`src/hdl/pep_pkg.sv`:
```
`default_nettype none

package pep_pkg;

    // Stack geometry
    localparam int STACK_DEPTH = 64;
    localparam int PTR_W       = $clog2(STACK_DEPTH);
    localparam int CNT_W       = $clog2(STACK_DEPTH + 1);
    localparam int DATA_W      = 32;
    localparam int CHAR_W      = 8;
    localparam int STAT_W      = 3;
    localparam int OUT_W       = 40;

    // Character codes
    localparam logic [CHAR_W-1:0] CH_SPACE = 8'h20;
    localparam logic [CHAR_W-1:0] CH_PLUS  = 8'h2B;
    localparam logic [CHAR_W-1:0] CH_MINUS = 8'h2D;
    localparam logic [CHAR_W-1:0] CH_STAR  = 8'h2A;
    localparam logic [CHAR_W-1:0] CH_SLASH = 8'h2F;
    localparam logic [CHAR_W-1:0] CH_ZERO  = 8'h30;
    localparam logic [CHAR_W-1:0] CH_NINE  = 8'h39;

    // Status codes
    localparam logic [STAT_W-1:0] ST_OK       = 3'd0;
    localparam logic [STAT_W-1:0] ST_BADCHAR  = 3'd1;
    localparam logic [STAT_W-1:0] ST_MISSING  = 3'd2;
    localparam logic [STAT_W-1:0] ST_DIVZERO  = 3'd3;
    localparam logic [STAT_W-1:0] ST_NORESULT = 3'd4;
    localparam logic [STAT_W-1:0] ST_OVERFLOW = 3'd5;

    // Sequencer states
    typedef enum logic [3:0] {
        S_IDLE,
        S_EXEC,
        S_RD_A,
        S_OP,
        S_DIV,
        S_WB,
        S_END,
        S_FIN
    } t_state;

    // Stack memory access
    typedef struct packed {
        logic              wr_en;
        logic [PTR_W-1:0]  wr_addr;
        logic [DATA_W-1:0] wr_data;
        logic              rd_en;
        logic [PTR_W-1:0]  rd_addr;
    } t_ram_req;

    // Divider request and response
    typedef struct packed {
        logic              start;
        logic [DATA_W-1:0] dividend;
        logic [DATA_W-1:0] divisor;
    } t_div_req;

    typedef struct packed {
        logic              done;
        logic [DATA_W-1:0] quot;
    } t_div_rsp;

endpackage

`default_nettype wire

```
`src/hdl/pep_stack_ram.sv`:
```
`default_nettype none

module pep_stack_ram (
    input  wire logic                     i_clk,
    input  wire pep_pkg::t_ram_req        i_req,
    output logic [pep_pkg::DATA_W-1:0]    o_rd_data
);

    logic [pep_pkg::DATA_W-1:0] r_mem [pep_pkg::STACK_DEPTH];

    // Write port
    always_ff @(posedge i_clk) begin
        if (i_req.wr_en) begin
            r_mem[i_req.wr_addr] <= i_req.wr_data;
        end
    end

    // Registered read port; hold data between reads
    always_ff @(posedge i_clk) begin
        if (i_req.rd_en) begin
            o_rd_data <= r_mem[i_req.rd_addr];
        end
    end

endmodule

`default_nettype wire

```
`src/hdl/pep_divider.sv`:
```
`default_nettype none

module pep_divider (
    input  wire logic              i_clk,
    input  wire logic              i_rst_n,
    input  wire pep_pkg::t_div_req i_req,
    output pep_pkg::t_div_rsp      o_rsp
);

    localparam int W     = pep_pkg::DATA_W;
    localparam int STEP_W = $clog2(W);

    logic              r_busy;
    logic              r_fin;
    logic              r_done;
    logic [STEP_W-1:0] r_step;
    logic [W-1:0]      r_rem;
    logic [W-1:0]      r_q;
    logic [W-1:0]      r_d;
    logic              r_neg;
    logic [W-1:0]      r_quot;

    logic [W:0]        shifted;
    logic [W:0]        diff;

    // One restoring step: shift in the next dividend bit and try the subtract
    assign shifted = {r_rem, r_q[W-1]};
    assign diff    = shifted - {1'b0, r_d};

    // Control
    always_ff @(posedge i_clk) begin
        if (!i_rst_n) begin
            r_busy <= 1'b0;
            r_fin  <= 1'b0;
            r_done <= 1'b0;
            r_step <= '0;
        end else begin
            r_done <= r_fin;
            r_fin  <= 1'b0;
            if (i_req.start) begin
                r_busy <= 1'b1;
                r_step <= '0;
            end else if (r_busy) begin
                r_step <= r_step + STEP_W'(1);
                if (r_step == STEP_W'(W - 1)) begin
                    r_busy <= 1'b0;
                    r_fin  <= 1'b1;
                end
            end
        end
    end

    // Datapath: take magnitudes, iterate, then restore the sign
    always_ff @(posedge i_clk) begin
        if (i_req.start) begin
            r_rem <= '0;
            r_q   <= i_req.dividend[W-1] ? (W'(0) - i_req.dividend) : i_req.dividend;
            r_d   <= i_req.divisor[W-1]  ? (W'(0) - i_req.divisor)  : i_req.divisor;
            r_neg <= i_req.dividend[W-1] ^ i_req.divisor[W-1];
        end else if (r_busy) begin
            if (!diff[W]) begin
                r_rem <= diff[W-1:0];
                r_q   <= {r_q[W-2:0], 1'b1};
            end else begin
                r_rem <= shifted[W-1:0];
                r_q   <= {r_q[W-2:0], 1'b0};
            end
        end
        if (r_fin) begin
            r_quot <= r_neg ? (W'(0) - r_q) : r_q;
        end
    end

    assign o_rsp.done = r_done;
    assign o_rsp.quot = r_quot;

endmodule

`default_nettype wire

```
`src/hdl/prefix_expression_evaluator.sv`:
```
`default_nettype none

// Prefix expression evaluator. Characters of the expression enter one per
// transaction on the slave stream, rightmost first, with tlast on the leftmost.
// Digits are pushed to a 64-entry stack held in a synchronous RAM; operators
// read the two top entries, combine them and write the result back. A space or
// a digit is handled in the execute state alone, while '/' waits for the
// 32-step restoring divider. The final character then adds the read
// of the top entry, after which one result leaves on the master stream: the
// value, the status (0 ok, 1 bad character, 2 missing operand, 3 divide by
// zero, 4 no result, 5 overflow) and a flag for operands left over. The first
// error is kept, and the value and flag read zero when the status is not ok.

module prefix_expression_evaluator (
    input  wire logic        i_clk,
    input  wire logic        i_rst_n,
    // slave stream
    input  wire logic        i_s_axis_tvalid,
    output logic             o_s_axis_tready,
    input  wire logic [7:0]  i_s_axis_tdata,   // [7:0] char_code
    input  wire logic        i_s_axis_tlast,   // end_of_expr
    // master stream
    output logic             o_m_axis_tvalid,
    input  wire logic        i_m_axis_tready,
    output logic [39:0]      o_m_axis_tdata    // [31:0] value, [34:32] status,
                                               // [35] extra_operands, [39:36] zero
);

    localparam int CNT_W  = pep_pkg::CNT_W;
    localparam int PTR_W  = pep_pkg::PTR_W;
    localparam int DATA_W = pep_pkg::DATA_W;
    localparam int STAT_W = pep_pkg::STAT_W;
    localparam int CHAR_W = pep_pkg::CHAR_W;
    localparam int OUT_W  = pep_pkg::OUT_W;

    pep_pkg::t_state             r_state, n_state;
    logic [CNT_W-1:0]            r_cnt, n_cnt;
    logic [STAT_W-1:0]           r_err, n_err;
    logic                        r_out_valid, n_out_valid;
    logic [CHAR_W-1:0]           r_char, n_char;
    logic                        r_last, n_last;
    logic [DATA_W-1:0]           r_a, n_a;
    logic [DATA_W-1:0]           r_res, n_res;
    logic [OUT_W-1:0]            r_out_data, n_out_data;

    pep_pkg::t_ram_req           ram_req;
    logic [DATA_W-1:0]           ram_rd_data;
    pep_pkg::t_div_req           div_req;
    pep_pkg::t_div_rsp           div_rsp;

    logic [CNT_W-1:0]            cnt_m1;
    logic [CNT_W-1:0]            cnt_m2;
    logic                        is_space;
    logic                        is_digit;
    logic                        is_op;
    logic [2*DATA_W-1:0]         product;
    logic                        fin_ok;
    pep_pkg::t_state             tail_state;

    pep_stack_ram u_ram (
        .i_clk     (i_clk),
        .i_req     (ram_req),
        .o_rd_data (ram_rd_data)
    );

    pep_divider u_div (
        .i_clk   (i_clk),
        .i_rst_n (i_rst_n),
        .i_req   (div_req),
        .o_rsp   (div_rsp)
    );

    // Decode the held character
    assign cnt_m1   = r_cnt - CNT_W'(1);
    assign cnt_m2   = r_cnt - CNT_W'(2);
    assign is_space = (r_char == pep_pkg::CH_SPACE);
    assign is_digit = (r_char >= pep_pkg::CH_ZERO) && (r_char <= pep_pkg::CH_NINE);
    assign is_op    = (r_char == pep_pkg::CH_PLUS) || (r_char == pep_pkg::CH_MINUS) ||
                      (r_char == pep_pkg::CH_STAR) || (r_char == pep_pkg::CH_SLASH);
    assign product  = r_a * ram_rd_data;
    assign fin_ok   = (r_err == pep_pkg::ST_OK) && (r_cnt != '0);
    assign tail_state = r_last ? pep_pkg::S_END : pep_pkg::S_IDLE;

    assign o_s_axis_tready = (r_state == pep_pkg::S_IDLE);
    assign o_m_axis_tvalid = r_out_valid;
    assign o_m_axis_tdata  = r_out_data;

    // Next state and stack access sequencing
    always_comb begin
        n_state     = r_state;
        n_cnt       = r_cnt;
        n_err       = r_err;
        n_out_valid = r_out_valid;
        n_char      = r_char;
        n_last      = r_last;
        n_a         = r_a;
        n_res       = r_res;
        n_out_data  = r_out_data;

        ram_req          = '0;
        div_req.start    = 1'b0;
        div_req.dividend = r_a;
        div_req.divisor  = ram_rd_data;

        // drop the result once the transaction completes
        if (r_out_valid && i_m_axis_tready) begin
            n_out_valid = 1'b0;
        end

        case (r_state)
            pep_pkg::S_IDLE: begin
                if (i_s_axis_tvalid) begin
                    n_char  = i_s_axis_tdata;
                    n_last  = i_s_axis_tlast;
                    n_state = pep_pkg::S_EXEC;
                end
            end
            pep_pkg::S_EXEC: begin
                n_state = tail_state;
                if (r_err != pep_pkg::ST_OK || is_space) begin
                    n_state = tail_state;
                end else if (is_digit) begin
                    if (r_cnt >= CNT_W'(pep_pkg::STACK_DEPTH)) begin
                        n_err = pep_pkg::ST_OVERFLOW;
                    end else begin
                        ram_req.wr_en   = 1'b1;
                        ram_req.wr_addr = r_cnt[PTR_W-1:0];
                        ram_req.wr_data = DATA_W'(r_char - pep_pkg::CH_ZERO);
                        n_cnt           = r_cnt + CNT_W'(1);
                    end
                end else if (is_op) begin
                    if (r_cnt < CNT_W'(2)) begin
                        n_err = pep_pkg::ST_MISSING;
                    end else begin
                        ram_req.rd_en   = 1'b1;
                        ram_req.rd_addr = cnt_m1[PTR_W-1:0];
                        n_state         = pep_pkg::S_RD_A;
                    end
                end else begin
                    n_err = pep_pkg::ST_BADCHAR;
                end
            end
            pep_pkg::S_RD_A: begin
                // first popped value is here; fetch the second
                n_a             = ram_rd_data;
                ram_req.rd_en   = 1'b1;
                ram_req.rd_addr = cnt_m2[PTR_W-1:0];
                n_state         = pep_pkg::S_OP;
            end
            pep_pkg::S_OP: begin
                n_state = pep_pkg::S_WB;
                case (r_char)
                    pep_pkg::CH_PLUS:  n_res = r_a + ram_rd_data;
                    pep_pkg::CH_MINUS: n_res = r_a - ram_rd_data;
                    pep_pkg::CH_STAR:  n_res = product[DATA_W-1:0];
                    pep_pkg::CH_SLASH: begin
                        if (ram_rd_data == '0) begin
                            n_err   = pep_pkg::ST_DIVZERO;
                            n_state = tail_state;
                        end else begin
                            div_req.start = 1'b1;
                            n_state       = pep_pkg::S_DIV;
                        end
                    end
                    default: n_state = tail_state;
                endcase
            end
            pep_pkg::S_DIV: begin
                if (div_rsp.done) begin
                    n_res   = div_rsp.quot;
                    n_state = pep_pkg::S_WB;
                end
            end
            pep_pkg::S_WB: begin
                // pop two, push one
                ram_req.wr_en   = 1'b1;
                ram_req.wr_addr = cnt_m2[PTR_W-1:0];
                ram_req.wr_data = r_res;
                n_cnt           = cnt_m1;
                n_state         = tail_state;
            end
            pep_pkg::S_END: begin
                if (fin_ok) begin
                    ram_req.rd_en   = 1'b1;
                    ram_req.rd_addr = cnt_m1[PTR_W-1:0];
                end
                n_state = pep_pkg::S_FIN;
            end
            pep_pkg::S_FIN: begin
                // hold until the output register is free
                if (!r_out_valid || i_m_axis_tready) begin
                    n_out_valid = 1'b1;
                    n_out_data  = '0;
                    n_out_data[DATA_W-1:0] = fin_ok ? ram_rd_data : '0;
                    if (r_err == pep_pkg::ST_OK && r_cnt == '0) begin
                        n_out_data[DATA_W+STAT_W-1:DATA_W] = pep_pkg::ST_NORESULT;
                    end else begin
                        n_out_data[DATA_W+STAT_W-1:DATA_W] = r_err;
                    end
                    n_out_data[DATA_W+STAT_W] = fin_ok && (r_cnt > CNT_W'(1));
                    n_cnt   = '0;
                    n_err   = pep_pkg::ST_OK;
                    n_state = pep_pkg::S_IDLE;
                end
            end
            default: n_state = pep_pkg::S_IDLE;
        endcase
    end

    // Control registers
    always_ff @(posedge i_clk) begin
        if (!i_rst_n) begin
            r_state     <= pep_pkg::S_IDLE;
            r_cnt       <= '0;
            r_err       <= pep_pkg::ST_OK;
            r_out_valid <= 1'b0;
        end else begin
            r_state     <= n_state;
            r_cnt       <= n_cnt;
            r_err       <= n_err;
            r_out_valid <= n_out_valid;
        end
    end

    // Payload registers
    always_ff @(posedge i_clk) begin
        r_char     <= n_char;
        r_last     <= n_last;
        r_a        <= n_a;
        r_res      <= n_res;
        r_out_data <= n_out_data;
    end

    // Stack count never exceeds the depth
    a_cnt_bound: assert property (@(posedge i_clk) disable iff (!i_rst_n)
        r_cnt <= CNT_W'(pep_pkg::STACK_DEPTH))
        else $error("stack count beyond depth");

    // The divider is never started with a zero divisor
    a_div_nonzero: assert property (@(posedge i_clk) disable iff (!i_rst_n)
        div_req.start |-> (div_req.divisor != '0))
        else $error("divider started with zero divisor");

    // An error result carries a zero value and no extra-operands flag
    a_err_zero: assert property (@(posedge i_clk) disable iff (!i_rst_n)
        (o_m_axis_tvalid && (o_m_axis_tdata[DATA_W+STAT_W-1:DATA_W] != pep_pkg::ST_OK))
        |-> (o_m_axis_tdata[DATA_W+STAT_W:0] ==
             {1'b0, o_m_axis_tdata[DATA_W+STAT_W-1:DATA_W], {DATA_W{1'b0}}}))
        else $error("error result with non-zero value");

    // A write-back pops exactly one entry
    a_wb_pop: assert property (@(posedge i_clk) disable iff (!i_rst_n)
        (r_state == pep_pkg::S_WB) |=> (r_cnt == $past(cnt_m1)))
        else $error("write-back did not pop one entry");

endmodule

`default_nettype wire
```
`config.mk`:
```
export PLATFORM = sky130hd
export DESIGN_NAME = prefix_expression_evaluator
export DESIGN_NICKNAME = d
export VERILOG_FILES = /design/src/hdl/pep_pkg.sv /design/src/hdl/pep_stack_ram.sv /design/src/hdl/pep_divider.sv /design/src/hdl/prefix_expression_evaluator.sv
export SDC_FILE = /design/constraint.sdc
export NUM_CORES = 2
export LEC_CHECK = 0
export BUFFER_PORTS_ARGS = -buffer_cell sky130_fd_sc_hd__buf_2
export CAP_MARGIN = 20
export CORE_MARGIN = 8
export CORE_UTILIZATION = 40
export CTS_CLUSTER_DIAMETER = 100
export DETAILED_ROUTE_END_ITERATION = 16
export PLACE_DENSITY_LB_ADDON = 0.08
export SLEW_MARGIN = 10
export SYNTH_ARGS = -nofsm -noshare
export SYNTH_HDL_FRONTEND = slang
export SYNTH_SLANG_ARGS = --single-unit
```
`constraint.sdc`:
```
create_clock -name i_clk -period 7.7 [get_ports i_clk]
set_input_delay 0.385 -clock i_clk [delete_from_list [all_inputs] [get_ports i_clk]]
set_output_delay 0.385 -clock i_clk [all_outputs]
set_load 0.005 [all_outputs]
```
Word level (Yosys, flattened, before mapping)
Memories as Yosys holds them, arrays and structs flattened. A register that Yosys moved wholly into a read port is not among the register bits.
Cells that the tools add are included.
{"block": "totals", "regBits": 261, "latchBits": 0, "ramBits": 2048, "romBits": 0, "inputBits": 13, "out_inout_bits": 42, "word_cells": 152, "n_memories": 1}
{"block": "classes", "n_addsub": 11, "mul": 1, "div": 0, "magnitude_cmp": 5, "n_eq_ne": 24, "shift": 0, "mux": 56, "bitwise": 3, "n_reduce_logical": 30}
{"name": "u_ram.r_mem", "depth": 64, "word_bits": 32, "rd": 1, "rd_clocked_by_memory_dff": 1, "wr": 1, "line": "pep_stack_ram.sv:9", "rtl": "logic [pep_pkg::DATA_W-1:0] r_mem [pep_pkg::STACK_DEPTH];"}
{"operator": "$mux W32", "n": 6}
{"operator": "$pmux W32 S3", "n": 1}
{"operator": "$sub A1 B32 Y32 const A", "n": 3}
{"operator": "$mux W39", "n": 2}
{"operator": "$pmux W39 S2", "n": 1}
{"operator": "$pmux W32 S2", "n": 1}
{"operator": "$mux W7", "n": 8}
{"operator": "$mux W46", "n": 1}
{"operator": "$mux W3", "n": 14}
{"operator": "$pmux W7 S3", "n": 2}
{"operator": "$eq A8 B6 Y1 const B", "n": 5}
{"operator": "$sub A33 B32 Y33", "n": 1}
{"operator": "$add A32 B32 Y32", "n": 1}
{"operator": "$logic_not A32 Y1", "n": 1}
{"operator": "$mul A32 B32 Y32", "n": 1}
{"operator": "$pmux W4 S8", "n": 1}
{"operator": "$sub A32 B32 Y32", "n": 1}
{"operator": "$mux W31", "n": 1}
{"operator": "$eq A4 B3 Y1 const B", "n": 4}
{"operator": "$ne A2 B2 Y1 const B", "n": 7}
{"operator": "$mux W1", "n": 13}
{"operator": "$mux W4", "n": 3}
{"operator": "$pmux W3 S3", "n": 1}
{"operator": "$reduce_bool A3 Y1", "n": 3}
{"operator": "other kinds (33)", "n": 48}

Depth between registers and ports, before layout
{"block": "logic_depth", "depth_word": 10, "depth_mapped": 29, "ltp_nobuf": 27}

Modules after synthesis
From an unflattened synthesis, not the netlist that was laid out.
{"block": "unflattened", "cells_unflattened": 6857, "area_unflattened_um2": 111527.0}
{"mod": "pep_stack_ram", "instances": 1, "cells_each": 3324, "area_per_inst_um2": 78833.1, "seq_area_each_um2": 62459.9}
{"mod": "prefix_expression_evaluator", "instances": 1, "cells_each": 2646, "area_per_inst_um2": 24001.8, "seq_area_each_um2": 3553.4}
{"mod": "pep_divider", "instances": 1, "cells_each": 887, "area_per_inst_um2": 8692.1, "seq_area_each_um2": 3713.6}

Worst setup path after synthesis
Ideal clock, no wire load.
{"block": "synth_timing", "kind": "register to register", "from": "register u_ram.o_rd_data[7] (netlist name), read port of u_ram.r_mem", "to": "register r_res[31], data pin", "setup_time_ps": 261, "arrival_ps": 6854, "required_time_ps": 7439, "path_slack_ps": 585, "path_stages_with_launch": 28, "n_path_buf": 2, "synth_period_minus_slack_ps": 7115, "path_cell_list": "edfxtp_1 -> clkbuf_1 -> clkbuf_1 -> and2_1 -> fa_1 -> fa_1 -> fa_1 -> inv_1 -> fa_1 -> inv_1 -> fa_1 -> inv_1 -> fa_1 -> inv_1 -> fa_1 -> fa_1 -> ha_1 -> a21oi_1 -> nor2b_1 -> o21ai_0 -> o31ai_1 -> a311oi_1 -> o21ai_0 -> nand2_1 -> o31ai_1 -> xnor2_1 -> a21oi_1 -> a31oi_1"}
{"block": "synth_via", "elab_chain_len": 3, "word_cells_on_any_way": 5, "cone_classes": "2 x add/sub; 1 x mul; 2 x mux"}
{"item": "start, declared", "line": "pep_stack_ram.sv:6", "rtl": "output logic [pep_pkg::DATA_W-1:0] o_rd_data"}
{"item": "$mul A32 B32 Y32, or another cell as far along", "line": "prefix_expression_evaluator.sv:80", "rtl": "assign product = r_a * ram_rd_data;"}
{"item": "$pmux W32 S3 *", "line": "prefix_expression_evaluator.sv:152", "rtl": "case (r_char)"}
{"item": "$pmux W32 S2 *", "line": "prefix_expression_evaluator.sv:110", "rtl": "case (r_state)"}
{"item": "net n_res[31]", "line": "prefix_expression_evaluator.sv:43", "rtl": "logic [DATA_W-1:0] r_res, n_res;"}
{"item": "end signal, assigned", "line": "prefix_expression_evaluator.sv:230", "rtl": "r_res <= n_res;"}
{"item": "end, declared", "line": "prefix_expression_evaluator.sv:43"}
The timed path passes the listed nets; every way through them passes the cells marked *.
A chain may end at the register's enable or synchronous reset.

Final worst setup path
{"block": "layout_timing", "from": "register u_ram.o_rd_data[5] (netlist name), read port of u_ram.r_mem", "to": "register r_res[29], data pin"}
The elaborated chain is that of the path after synthesis.

==> impl_results.md <==
* Crit path max fanout at 9
* DP Area at 117500 sq um
* Asr flop ratio synth at 0%
* Layout area overhead at 13.65%
* Commonest non-fill, non-tap cell in the layout: edfxtp_1
* CP arrival at 8.08 ns
* Remaining DRCs at 0
* Avg Cell Area, Syn at 14.78 sq um
* DRT antenna net count at 0
* CTS Root Cell: clkbuf_16
* Site Rows at 193
* Routed vias/inst at 5.555
* TNS Setup at 0 ns
* Post-Syn Instances at approximately 7500
* Hold Crit Depth at 3
* Data required time of the critical path at 8.35 ns
* Fin crit share at 96.46%
* Placed cell count at 11150
* Grt total ovfl at 0
* Non-Filler Instances at 11670
* Post-synth EDFFs at roughly 2300
* Share of the synthesized area in the top cell type at roughly three fifths
* Detailed Routing Iterations Pass 1 at 6
* Clock skew at 0.05446 ns
* RSZ-0062 raised after global routing: true
* First-pass GRT wire length at 490.0 mm
* Top_reg_cell synth: edfxtp_1
* Worst r2r path cells at 24
* Post-route cell area at 126100 sq um
* Clock share of power at 25.7%
* Minimum clock period at 7.427 ns
* Core Box Area at around 280000 sq um
* Post-Syn Area at 110900 sq um
* Sequential Power Share at between 20% and 30%
* Clock sink total at 2340
* Max_cap viols at 0
* Most frequent cells in the layout: edfxtp_1 (2286), nand2_1 (858), inv_1 (452), fa_1 (410), and2_1 (349)
* Clock Latency Late Sink at 0.85 ns
* CTS clk-pin slew, worst paths at 0.06 ns
* Yosys warns at 0
* Count of input and output buffers at 50
* Synth cell types at 77
* Register bit total from synthesis at roughly 2300
* Number of global-route vias before repair at 65920
* Share of total power in combinational logic at roughly 44%
* CP Launch Type: register
* Status: finished, final reports clean
* Final Hold Vio Count at 0
* Min Hold Slack at 0.1404 ns
* Setup ws final at 0.2730 ns
* Dpl hpwl at about 220 mm
* Slew HR at between 10 and 15%
* CP Class: reg -> reg
* Final wirelength at 343.4 mm
* Io pins at 55
* Total number of vias at about 65000
* Largest net degree at the start of global routing at 117
* Initial core utilization at 40.16%
* Worst-Margin Slew at 1.269 ns
* Sw Ratio at a little under two fifths
* TritonCTS clock tree: built
* P_sw at around 18 mW
* Layout cells sized above 1 at 15.10%
* Capturing element type of the critical path: register
* PD cells at 375.0 nW/um^2
* Top cells by area, synth: edfxtp_1 (62%), fa_1 (7.4%), mux4_2 (6.2%)
* Nets at 8368
* Pleak at 45.15 nW
* Hold Crit Class: in -> reg
* Clk buf depth at 4
* # setup viols final at 0
* Average wire per standard cell at 29.42 um
* DR iter-0 viols at 6481
* H-tree Lvls at 5
* GRT Total Usage at a little under a quarter
* DIE AREA at 294400 sq um
* RePlAce Congestion at a little under 0.9
* Highest clock rate at 134.6 MHz
* Sequential area share after synthesis at 62.85%
* Peak VDD IR at 1193 uV
* Antenna violations before repair at 31
* CTS buffer count at 273
* Die Height at 542.6 um
* Cell-internal power at 29.73 mW
* Post-synth top area cell: edfxtp_1
* Setup WS pre-CTS at -0.2302 ns
* Max-slew violations at 0
* Die W at 542.6 um
## sequential cells by signal (all words and copies together) (netlist names)
register / flops
u_ram.r_mem: 2048
r_char: 8
u_div.r_q: 32
u_div.r_quot: 32
o_m_axis_tvalid: 1
u_ram.o_rd_data: 32
u_div.r_fin: 1
r_state: 3
r_err: 3
r_a: 32
u_div.r_d: 32
u_div.r_rem: 32
u_div.r_done: 1
r_res: 32
r_last: 1
o_m_axis_tdata: 36
u_div.r_neg: 1
u_div.r_step: 5
u_div.r_busy: 1
r_cnt: 7
## synthesized netlist by cell type (all sizes together), types with 187 or more instances
master	count
inv	452
edfxtp	2286
and2	349
fa	410
nand2	859
clkbuf	344
nand3	187
o21ai	237
mux2i	235
ha	200
nor2	198
mux4	306
## layout make-up
class | instances | area, sq um
well taps | 3705 | 4636
flip-flops and latches | 2340 | 69730
clock buffers | 346 | 7295
diodes | 37 | 92.59
fillers | 24480 | 150200
multi-input cells | 4286 | 38530
clock inverters | 116 | 878.3
inverters | 452 | 1697
repair buffers | 392 | 3222
## final timing paths
kind / start / endpoint / slack (ns)
min: i_rst_n / r_cnt[2]$_SDFFE_PN0P_ / 0.14
max: u_ram.o_rd_data[5]$_DFFE_PP_ / r_res[29]$_DFFE_PP_ / 0.27
min reg2reg: r_err[2]$_SDFFE_PN0P_ / r_err[2]$_SDFFE_PN0P_ / 0.47
max reg2reg: u_ram.o_rd_data[5]$_DFFE_PP_ / r_res[29]$_DFFE_PP_ / 0.27
## cells by family (layout without fill, tap and decap cells)
kind of cell,after synthesis,count (layout),synth area share [%]
and+or+nand+nor,1979,1979,8.593
AOI/OAI and AO/OA,884,884,5.324
adders and majority gates,610,610,9.655
buffers and inverters,885,1306,3.108
muxes,544,544,8.363
DFF,2340,2340,62.85
xor gates and xnor gates,265,265,2.099
other,1,41,0.003380
## metal layers
metal | vias up | wire (um) | track usage (%) | part of all wire (%)
met2 | 2025 | 164900 | 37.88 | 48
met5 | - | 0 | 0 | 0
met4 | 0 | 8393 | 5.620 | 2.4
li1 | 28220 | - | - | -
met3 | 417 | 19580 | 3.030 | 5.7
met1 | 34180 | 150500 | 32.26 | 44
## power groups by stage
stage	clock network [mW]	registers (mW)	logic, mW
after global placement	0	14.4	20.6
final	12.1	14.1	21.0
after global routing	12.9	14.1	23.1
after detailed placement	0	14.4	20.5
after CTS	12.4	14.1	20.7
after floorplan	0	14.4	13.8
## through the flow
stage	util [%]	total power, mW
final	45.64	47.28
after global routing	45.63	50.15
after CTS	45.52	47.30
after detailed placement	42.52	34.93
after global placement	42.49	35.01
after floorplan	-	28.18
## critical path, stage by stage, from the launching register on
cell and delay [ns]:
edfxtp_1 0.50, buf_4 0.22, and2_1 0.17, fa_1 0.52, fa_1 0.52, inv_1 0.05, fa_1 0.47, fa_1 0.49
inv_1 0.04, ha_1 0.27, ha_1 0.29, fa_1 0.50, fa_1 0.42, ha_1 0.25, or3_1 0.38, or4_1 0.41
o221a_2 0.33, a31oi_1 0.23, o21ai_1 0.14, o41ai_2 0.31, buf_4 0.17, o21ai_0 0.11, xnor2_1 0.23, nand2_1 0.08
a21oi_1 0.16
## repair_timing
action / in CTS / in global routing
hold endpoints to repair: 9 / 0
hold buffers: 9 / 0
endpoints found under the setup margin: 3 / 7
resized for setup: 1 / 16
buffers inserted: 3 / 15
pin swaps: 0 / 2
Note: power is estimated with default switching activity, not from simulation.
